===== src/rtl/rtc_pkg.sv =====
// Shared types, constants and the multiply microprogram of the closest-hit intersector.
package rtc_pkg;

  localparam int CHUNK_BITS     = 16;
  localparam int T_BITS         = 31;
  localparam int BARY_BITS      = 17;
  localparam int PARAM_BITS     = 16;
  localparam int DET_EPS_BITS   = 62;
  localparam int CFG_DATA_BITS  = 62;
  localparam int CFG_IDX_BITS   = 3;
  localparam int UPC_BITS       = 5;
  localparam int DIV_STEPS_T    = 31;
  localparam int DIV_STEPS_BARY = 17;
  localparam int DIR_X_RESET    = 4096;

  localparam logic [T_BITS-1:0]    T_MAX   = 31'h7FFF_FFFF;
  localparam logic [BARY_BITS-1:0] ONE_Q16 = 17'd65536;

  localparam logic [UPC_BITS-1:0] UOP_LAST_PROD = 5'd23;
  localparam logic [UPC_BITS-1:0] UOP_THR       = 5'd24;

  localparam logic [CFG_IDX_BITS-1:0] CFG_ORIGIN_X  = 3'd0;
  localparam logic [CFG_IDX_BITS-1:0] CFG_ORIGIN_Y  = 3'd1;
  localparam logic [CFG_IDX_BITS-1:0] CFG_ORIGIN_Z  = 3'd2;
  localparam logic [CFG_IDX_BITS-1:0] CFG_DIR_X     = 3'd3;
  localparam logic [CFG_IDX_BITS-1:0] CFG_DIR_Y     = 3'd4;
  localparam logic [CFG_IDX_BITS-1:0] CFG_DIR_Z     = 3'd5;
  localparam logic [CFG_IDX_BITS-1:0] CFG_DET_EPS   = 3'd6;
  localparam logic [CFG_IDX_BITS-1:0] CFG_PARAM_EPS = 3'd7;

  typedef enum logic [3:0] {
    A_E1X, A_E1Y, A_E1Z, A_DX, A_DY, A_DZ,
    A_N0, A_N1, A_N2, A_Q0, A_Q1, A_Q2, A_EPS
  } a_sel_t;

  typedef enum logic [3:0] {
    B_E2X, B_E2Y, B_E2Z, B_DX, B_DY, B_DZ,
    B_SX, B_SY, B_SZ, B_E1X, B_E1Y, B_E1Z, B_DET
  } b_sel_t;

  typedef enum logic [3:0] {
    D_NONE, D_N0, D_N1, D_N2, D_Q0, D_Q1, D_Q2,
    D_DET, D_NT, D_NB, D_NG, D_THR
  } dest_t;

  typedef enum logic [1:0] {DIV_T, DIV_B, DIV_G} div_sel_t;

  typedef struct packed {
    a_sel_t a;
    b_sel_t b;
    logic   neg;
    logic   first;
    dest_t  dest;
  } uop_t;

  typedef struct packed {
    logic     load;
    logic     mul_start;
    uop_t     uop;
    logic     fix;
    logic     div_start;
    div_sel_t div_sel;
    logic     update;
    logic     emit;
  } cmd_t;

  typedef struct packed {
    logic mul_done;
    logic div_done;
    logic ok;
    logic better;
    logic last;
    logic out_free;
  } status_t;

  // Product terms: cross E1xE2, det, N.S, cross DxS, Q.E2, -(Q.E1), then eps*det.
  function automatic uop_t uop_rom(input logic [UPC_BITS-1:0] idx);
    uop_t u;
    unique case (idx)
      5'd0:  u = '{A_E1Y, B_E2Z, 1'b0, 1'b1, D_NONE};
      5'd1:  u = '{A_E1Z, B_E2Y, 1'b1, 1'b0, D_N0};
      5'd2:  u = '{A_E1Z, B_E2X, 1'b0, 1'b1, D_NONE};
      5'd3:  u = '{A_E1X, B_E2Z, 1'b1, 1'b0, D_N1};
      5'd4:  u = '{A_E1X, B_E2Y, 1'b0, 1'b1, D_NONE};
      5'd5:  u = '{A_E1Y, B_E2X, 1'b1, 1'b0, D_N2};
      5'd6:  u = '{A_N0,  B_DX,  1'b0, 1'b1, D_NONE};
      5'd7:  u = '{A_N1,  B_DY,  1'b0, 1'b0, D_NONE};
      5'd8:  u = '{A_N2,  B_DZ,  1'b0, 1'b0, D_DET};
      5'd9:  u = '{A_N0,  B_SX,  1'b0, 1'b1, D_NONE};
      5'd10: u = '{A_N1,  B_SY,  1'b0, 1'b0, D_NONE};
      5'd11: u = '{A_N2,  B_SZ,  1'b0, 1'b0, D_NT};
      5'd12: u = '{A_DY,  B_SZ,  1'b0, 1'b1, D_NONE};
      5'd13: u = '{A_DZ,  B_SY,  1'b1, 1'b0, D_Q0};
      5'd14: u = '{A_DZ,  B_SX,  1'b0, 1'b1, D_NONE};
      5'd15: u = '{A_DX,  B_SZ,  1'b1, 1'b0, D_Q1};
      5'd16: u = '{A_DX,  B_SY,  1'b0, 1'b1, D_NONE};
      5'd17: u = '{A_DY,  B_SX,  1'b1, 1'b0, D_Q2};
      5'd18: u = '{A_Q0,  B_E2X, 1'b0, 1'b1, D_NONE};
      5'd19: u = '{A_Q1,  B_E2Y, 1'b0, 1'b0, D_NONE};
      5'd20: u = '{A_Q2,  B_E2Z, 1'b0, 1'b0, D_NB};
      5'd21: u = '{A_Q0,  B_E1X, 1'b1, 1'b1, D_NONE};
      5'd22: u = '{A_Q1,  B_E1Y, 1'b1, 1'b0, D_NONE};
      5'd23: u = '{A_Q2,  B_E1Z, 1'b1, 1'b0, D_NG};
      5'd24: u = '{A_EPS, B_DET, 1'b0, 1'b1, D_THR};
      default: u = '{A_E1X, B_E2X, 1'b0, 1'b1, D_NONE};
    endcase
    return u;
  endfunction

endpackage


===== src/rtl/rtc_ctrl.sv =====
// Sequencing state machine of the closest-hit intersector.
module rtc_ctrl (
  input  logic             clk,
  input  logic             rst_n,
  input  logic             in_valid,
  output logic             in_ready,
  output rtc_pkg::cmd_t    cmd,
  input  rtc_pkg::status_t st
);
  import rtc_pkg::*;

  typedef enum logic [9:0] {
    S_IDLE     = 10'b00_0000_0001,
    S_MUL_GO   = 10'b00_0000_0010,
    S_MUL_WAIT = 10'b00_0000_0100,
    S_FIX      = 10'b00_0000_1000,
    S_CHECK    = 10'b00_0001_0000,
    S_DIV_GO   = 10'b00_0010_0000,
    S_DIV_WAIT = 10'b00_0100_0000,
    S_CMP      = 10'b00_1000_0000,
    S_UPDATE   = 10'b01_0000_0000,
    S_FINISH   = 10'b10_0000_0000
  } state_t;

  state_t                state_r, state_nxt;
  logic [UPC_BITS-1:0]   upc_r, upc_nxt;
  div_sel_t              sel_r, sel_nxt;

  always_comb begin
    state_nxt   = state_r;
    upc_nxt     = upc_r;
    sel_nxt     = sel_r;
    cmd         = '0;
    cmd.uop     = uop_rom(upc_r);
    cmd.div_sel = sel_r;
    in_ready    = (state_r == S_IDLE);
    unique case (state_r)
      S_IDLE: begin
        if (in_valid) begin
          cmd.load  = 1'b1;
          upc_nxt   = '0;
          state_nxt = S_MUL_GO;
        end
      end
      S_MUL_GO: begin
        cmd.mul_start = 1'b1;
        state_nxt     = S_MUL_WAIT;
      end
      S_MUL_WAIT: begin
        if (st.mul_done) begin
          if (upc_r == UOP_LAST_PROD) begin
            state_nxt = S_FIX;
          end else if (upc_r == UOP_THR) begin
            state_nxt = S_CHECK;
          end else begin
            upc_nxt   = upc_r + 1'b1;
            state_nxt = S_MUL_GO;
          end
        end
      end
      S_FIX: begin
        cmd.fix   = 1'b1;
        upc_nxt   = UOP_THR;
        state_nxt = S_MUL_GO;
      end
      S_CHECK: begin
        if (st.ok) begin
          sel_nxt   = DIV_T;
          state_nxt = S_DIV_GO;
        end else begin
          state_nxt = S_FINISH;
        end
      end
      S_DIV_GO: begin
        cmd.div_start = 1'b1;
        state_nxt     = S_DIV_WAIT;
      end
      S_DIV_WAIT: begin
        if (st.div_done) begin
          unique case (sel_r)
            DIV_T: state_nxt = S_CMP;
            DIV_B: begin
              sel_nxt   = DIV_G;
              state_nxt = S_DIV_GO;
            end
            default: state_nxt = S_UPDATE;
          endcase
        end
      end
      S_CMP: begin
        if (st.better) begin
          sel_nxt   = DIV_B;
          state_nxt = S_DIV_GO;
        end else begin
          state_nxt = S_FINISH;
        end
      end
      S_UPDATE: begin
        cmd.update = 1'b1;
        state_nxt  = S_FINISH;
      end
      S_FINISH: begin
        if (!st.last) begin
          state_nxt = S_IDLE;
        end else if (st.out_free) begin
          cmd.emit  = 1'b1;
          state_nxt = S_IDLE;
        end
      end
      default: state_nxt = S_IDLE;
    endcase
  end

  always_ff @(posedge clk) begin
    if (!rst_n) begin
      state_r <= S_IDLE;
      upc_r   <= '0;
      sel_r   <= DIV_T;
    end else begin
      state_r <= state_nxt;
      upc_r   <= upc_nxt;
      sel_r   <= sel_nxt;
    end
  end

endmodule


===== config.mk =====
export PLATFORM = sky130hd
export DESIGN_NAME = rtc_ctrl
export DESIGN_NICKNAME = d
export VERILOG_FILES = /design/src/rtl/rtc_pkg.sv /design/src/rtl/rtc_ctrl.sv
export SDC_FILE = /design/constraint.sdc
export NUM_CORES = 1
export LEC_CHECK = 0
export ABC_CLOCK_PERIOD_IN_PS = 6000
export BUFFER_PORTS_ARGS = -buffer_cell sky130_fd_sc_hd__buf_2
export CELL_PAD_IN_SITES_DETAIL_PLACEMENT = 0
export CELL_PAD_IN_SITES_GLOBAL_PLACEMENT = 1
export CORE_MARGIN = 2
export CORE_UTILIZATION = 25
export CTS_CLUSTER_SIZE = 24
export DETAILED_ROUTE_END_ITERATION = 10
export HOLD_SLACK_MARGIN = 0.02
export MAX_ROUTING_LAYER = met4
export PLACE_DENSITY_LB_ADDON = 0.1
export SYNTH_ARGS = -nofsm -noshare
export SYNTH_HDL_FRONTEND = slang
export SYNTH_SLANG_ARGS = --single-unit

===== constraint.sdc =====
create_clock -name clk -period 6 [get_ports clk]
set_clock_uncertainty 0.05 [all_clocks]
set_input_delay 0.6 -clock clk [delete_from_list [all_inputs] [get_ports clk]]
set_output_delay 0.6 -clock clk [all_outputs]
set_load 0.02 [all_outputs]

==> impl_metrics.py, run 1 <==
metrics = {
    "run_status": {
        "outcome": "finished clean",
    },
    "worst_setup_path": {
        "cp-start-kind": "flop",
        "crit_fanout": 18,
        "critical_path_class": "reg -> reg",
        "crit_required_ps": 6160,
        "cp-end-kind": "flop",
        "cp.arrival_ps": 3660,
    },
    "logic_synthesis": {
        "synth_cell_types": 69,
        "ys_async_sr_fraction_pct": 0,
        "synthTopCellsByArea": "dfxtp_1 (29%), nor2_1 (4.7%), ha_1 (4.1%)",
        "yosys.area.top_type": "dfxtp_1",
        "synth_common_cells": "dfxtp_1 (31), nor2_1 (27), nand2_1 (18), inv_1 (14)",
        "ys_ff_latch": 31,
        "synth_edf_count": 0,
        "synth.most_common_cell": "dfxtp_1",
        "syn_avg_cell_area_um2": 8.26,
        "netlist.area_leader.share_pct": 28.9,
        "synthCells": 260,
        "synthesis.area_um2": 2150,
        "synth-seq-area-share_pct": 28.9,
        "ys_warn_count": 0,
        "synth_ff_type": "dfxtp_1",
        "syn_nets": 276,
    },
    "sta": {
        "min_period_ps": 3500,
        "relSlewSlack_pct": 24.7,
        "finalSetupTns_ps": 0,
        "slew_viol_final": 0,
        "whs_ps": 434,
        "finalSetupViolations": 0,
        "rsz0062_at_grt": "no",
        "hold_viol_final": 0,
        "fin_crit_sh_pct": 58.3,
        "worst_pin_slew_ps": 1130,
        "fmax_mhz": 286,
    },
    "floorplanning": {
        "initial_core_util_pct": 26.0,
        "die_area_um2": 9350,
        "row_count": 33,
        "dieHeight_um": 96.7,
        "io_pins": 32,
        "fp.dieW_um": 96.7,
        "core_um2": 8260,
    },
    "routing": {
        "drt_pre_antenna_iters": 6,
        "wl_per_cell_um": 15.8,
        "drtIter0Drc": 66,
        "viasPerCell": 5.16,
        "routed_wl_um": 6160,
        "vias": 2013,
        "drc": 0,
        "drt.antenna.violating_nets": 0,
    },
    "cts": {
        "postCtsSetupBuffers": 0,
        "numCtsBuffers": 5,
        "cts_tree": "built",
        "htreeDepth": 2,
        "post_cts_resized": 0,
        "cts_hold_buf": 0,
        "clockBufferDepth": 2,
        "clock_latency_ps": 290,
        "cts_root_buf": "clkbuf_8",
        "clkTransAtPathRegs_ps": 80,
        "clock_sinks": 31,
    },
    "final_layout": {
        "layout-drive-gt1-share_pct": 21.4,
        "stdcell_area_um2": 2460,
        "n_antenna_cell": 0,
        "nets": 300,
        "final_cells": 390,
        "area_growth_pct": 14.4,
    },
    "pwr": {
        "p_int_uw": 371,
        "p_seq_share_pct": 42.2,
        "switchingPower_uw": 139,
        "irDropWorstVdd_mv": 0.0969,
        "p_per_area_nw_per_um2": 207,
        "leakage_nw": 1.00,
        "sw_frac_of_total_pct": 27.3,
        "clockPowerShare_pct": 43.5,
        "combPwrFrac_pct": 14.3,
    },
    "worst_hold_path": {
        "hp-class": "reg -> reg",
    },
    "grt": {
        "grt_pass1_wl_um": 10300,
        "groute.usage.overall_pct": 13.8,
        "antenna_found_initial": 0,
        "grt_max_degree": 27,
        "grt_overflow": 0,
        "grt_pass1_vias": 1940,
    },
    "placed_design": {
        "port_buffers": 31,
        "dp_cells": 382,
        "placed_area_um2": 2340,
        "hpwl_um": 4530,
        "finalWeightedCongestion": 0.799,
    },
    "job": {
        "drv_cap": 0,
    },
}
-- power by group through the flow --
stage / logic (mW) / registers [mW] / clock network [mW]
6_report: 0.0727 / 0.215 / 0.222
2_1_floorplan: 0.0533 / 0.218 / 0
3_5_place_dp: 0.0725 / 0.220 / 0
3_3_place_gp: 0.0733 / 0.220 / 0
4_1_cts: 0.0728 / 0.215 / 0.233
5_1_grt: 0.0806 / 0.216 / 0.239
-- flip-flops by register name, indices dropped and copies added, names as in the netlist --
| name | cells |
|---|---|
| upc_r | 5 |
| cmd | 14 |
| state_r | 10 |
| sel_r | 2 |
-- cells by family (layout without fill, tap and decap cells) --
logic type	after synthesis	after routing	share of synthesized area [%]
buffers and inverters	30	55	7.63
and+or+nand+nor	121	121	32.8
AOI/OAI and AO/OA	63	63	22.1
DFF	31	31	28.9
adders and majority gates	7	7	4.08
muxes	5	5	2.39
xor gates and xnor gates	3	3	2.10
-- area by class of cell --
type,instances,area (um^2)
Tap cell,105,131
Timing Repair Buffer,31,155
Clock buffer,6,82.6
Fill cell,900,5800
Sequential cell,31,621
Inverter,16,70.1
Multi-Input combinational cell,199,1360
Clock inverter,2,35.0
-- stage by stage --
| stage | worst slack, ps | power (mW) | util (%) |
|---|---|---|---|
| 2_1_floorplan | 3210 | 0.271 | - |
| 3_3_place_gp | 2580 | 0.294 | 28.3 |
| 3_5_place_dp | 2600 | 0.292 | 28.3 |
| 4_1_cts | 2560 | 0.521 | 29.8 |
| 5_1_grt | 2250 | 0.535 | 29.8 |
| 6_report | 2500 | 0.510 | 29.8 |
-- per-layer routing --
layer  vias up  track usage (%)  part of all wire [%]  wire, um
met5         -                -                     0         0
met4         0             3.25                   1.1        65
met3         9             2.89                   3.8       232
met2        50             21.2                    46      2840
met1       955             18.7                    49      3020
li1        999                -                     -         -
-- final timing paths --
| path | startpoint | to | slack [ps] | cells after the start |
|---|---|---|---|---|
| worst max register to register | state_r[4] | cmd[10] | 2500 | 8 |
| worst min-delay path | sel_r[1] | state_r[7] | 430 | 1 |
| worst max-delay path | state_r[4] | cmd[10] | 2500 | 8 |
| worst min register to register | sel_r[1] | state_r[7] | 430 | 1 |
-- cell usage in the layout (no fill, tap or decap), drive strengths merged, types with 3 or more instances in the layout --
master / synthesis / routed
a21oi: 11 / 11
nor2: 30 / 30
dfxtp: 31 / 31
mux2i: 4 / 4
clkbuf: 4 / 6
ha: 7 / 7
nor4: 5 / 5
nand3: 14 / 14
nand2: 20 / 20
nor3: 7 / 7
o211ai: 3 / 3
nand3b: 3 / 3
nand2b: 10 / 10
inv: 15 / 15
and2: 4 / 4
nor4b: 4 / 4
buf: 10 / 31
o22ai: 8 / 8
o21ai: 15 / 15
and3: 6 / 6
o221ai: 3 / 3
-- worst max-delay path: stages (launching register included) --
cell      delay, ps
dfxtp_1         440
nor4_4          470
nor4b_4         440
o221a_2         270
o32a_1          880
clkinv_4        210
nand2b_1        260
o21ai_1         110
a221oi_2        270
Power figures use the tool's default switching activity.
==> run 2, diff against run 1 <==
--- a/config.mk
+++ b/config.mk
@@ -5,7 +5,7 @@
 export SDC_FILE = /design/constraint.sdc
 export NUM_CORES = 1
 export LEC_CHECK = 0
-export ABC_CLOCK_PERIOD_IN_PS = 6000
+export ABC_CLOCK_PERIOD_IN_PS = 2830
 export BUFFER_PORTS_ARGS = -buffer_cell sky130_fd_sc_hd__buf_2
 export CELL_PAD_IN_SITES_DETAIL_PLACEMENT = 0
 export CELL_PAD_IN_SITES_GLOBAL_PLACEMENT = 1
==> constraint.sdc (replaced) <==
create_clock -name clk -period 2.83 [get_ports clk]
set_clock_uncertainty 0.05 [all_clocks]
set_input_delay 0.283 -clock clk [delete_from_list [all_inputs] [get_ports clk]]
set_output_delay 0.283 -clock clk [all_outputs]
set_load 0.02 [all_outputs]
==> run 2 against run 1 <==
  * Non-clock buffer count increased by 30
  * Sequential cell count stayed put
  * Largest power group unchanged
  * Sequential share of layout area is 2.6 points lower
  * Critical endpoint unchanged
==> impl_metrics.py, run 2 (same netlist as run 1, synthesis figures left out) <==
metrics = {
    "worst_setup_path": {
        "cp-end-kind": "flop",
        "cp-start-kind": "flop",
        "crit_fanout": 6,
        "cp.arrival_ps": 2750,
        "crit_required_ps": 2940,
        "critical_path_class": "reg -> reg",
    },
    "final_layout": {
        "nets": 330,
        "seq_area_um2": 621,
        "largest_reg_flops": 14,
        "layout_common_cells": "dfxtp_1 (31), buf_2 (31), buf_4 (28)",
        "fillCellCount": 915,
        "layout-drive-gt1-share_pct": 30.5,
        "area_growth_pct": 27.5,
        "n_antenna_cell": 0,
        "multi_input_area_um2": 1400,
        "stdcell_area_um2": 2740,
    },
    "grt": {
        "antenna_found_initial": 0,
        "groute.usage.overall_pct": 14.3,
        "grt_max_degree": 20,
        "grt_pass1_wl_um": 10700,
        "grt_pass1_vias": 2106,
        "grt_overflow": 0,
    },
    "cts": {
        "clock_latency_ps": 280,
        "cts_root_buf": "clkbuf_8",
        "htreeDepth": 2,
        "cts_tree": "built",
        "cts_hold_buf": 0,
        "numCtsBuffers": 5,
        "clkTransAtPathRegs_ps": 70,
        "clock_sinks": 31,
        "clockBufferDepth": 2,
    },
    "placed_design": {
        "port_buffers": 31,
        "finalWeightedCongestion": 0.802,
        "hpwl_um": 4770,
        "placed_area_um2": 2580,
        "dp_slack_ps": 12.2,
    },
    "sta": {
        "finalSetupViolations": 0,
        "rsz0062_at_grt": "no",
        "setup_slack_ps": 191,
        "relSlewSlack_pct": 65.3,
        "slew_viol_final": 0,
        "min_period_ps": 2640,
        "hold_viol_final": 0,
        "worst_pin_slew_ps": 519,
        "fmax_mhz": 379,
        "fin_crit_sh_pct": 93.3,
        "finalSetupTns_ps": 0,
    },
    "job": {
        "drv_cap": 0,
    },
    "routing": {
        "drt.antenna.violating_nets": 0,
        "drtIter0Drc": 105,
        "drc": 0,
        "drt_pre_antenna_iters": 4,
        "wl_per_cell_um": 15.1,
        "routed_wl_um": 6340,
        "vias": 2085,
        "viasPerCell": 4.96,
    },
    "floorplanning": {
        "io_pins": 32,
        "die_area_um2": 9350,
        "initial_core_util_pct": 26.0,
        "row_count": 33,
        "dieHeight_um": 96.7,
        "fp.dieW_um": 96.7,
        "core_um2": 8260,
    },
    "worst_hold_path": {
        "hp-class": "in -> reg",
    },
    "pwr": {
        "irDropWorstVdd_mv": 0.183,
        "p_per_area_nw_per_um2": 408,
        "leakage_nw": 1.17,
    },
    "run_status": {
        "outcome": "finished clean",
    },
}
## run 2: cell types whose count changed in the layout (fill, tap and decap cells not counted), sizes merged
cell	previous run	this run
buf	31	61
## run 2: layout make-up
class	count	share of cell area, %
clock buffers	6	3.01
clock inverters	2	1.28
inverters	16	2.56
multi-input cells	199	50.9
flip-flops and latches	31	22.6
well taps	105	4.79
repair buffers	61	14.8
## run 2: worst paths after layout
check        startpoint    endpoint  slack (ps)  cells past startpoint
max          state_r[4]     cmd[10]         190                     10
min               st[4]    sel_r[1]         250                      3
max reg2reg  state_r[4]     cmd[10]         190                     10
min reg2reg    sel_r[1]  state_r[8]         450                      2
## run 2: critical path, stage by stage, from the launching register on
cell      delay [ps]
dfxtp_1          330
nor4_4           290
buf_4            190
nand4_1          110
o21ai_0          350
and3_2           340
inv_1            100
ha_1             190
or2_2            320
o22ai_1          170
a221oi_2          70
## run 2: per-layer routing
layer	global-route usage, %	wire length, um	up-vias
met4	3.79	65	0
li1	-	-	1064
met1	19.1	3150	990
met5	-	0	-
met2	22.2	2990	26
met3	2.67	131	5
## run 2: per-stage QoR
| stage | power (mW) | utilization, % | hold slack [ps] | std cells |
|---|---|---|---|---|
| after floorplan | 0.575 | - | 413 | 260 |
| after global placement | 0.653 | 31.2 | 455 | 410 |
| after detailed placement | 0.650 | 31.2 | 451 | 410 |
| after CTS | 1.14 | 32.8 | 237 | 420 |
| after global routing | 1.18 | 33.2 | 245 | 420 |
| final | 1.12 | 33.2 | 249 | 420 |
## run 2: what timing repair did
action,4_1_cts,5_1_grt
cloned,0,0
pin swaps,1,2
endpoints found under the hold margin,0,0
endpoints found under the setup margin,1,8
gates resized for setup,0,6
buffers inserted,2,0
## run 2: power breakdown
part	internal (mW)	switching [mW]
registers	0.443	0.0118
clock network	0.285	0.180
logic	0.0921	0.107
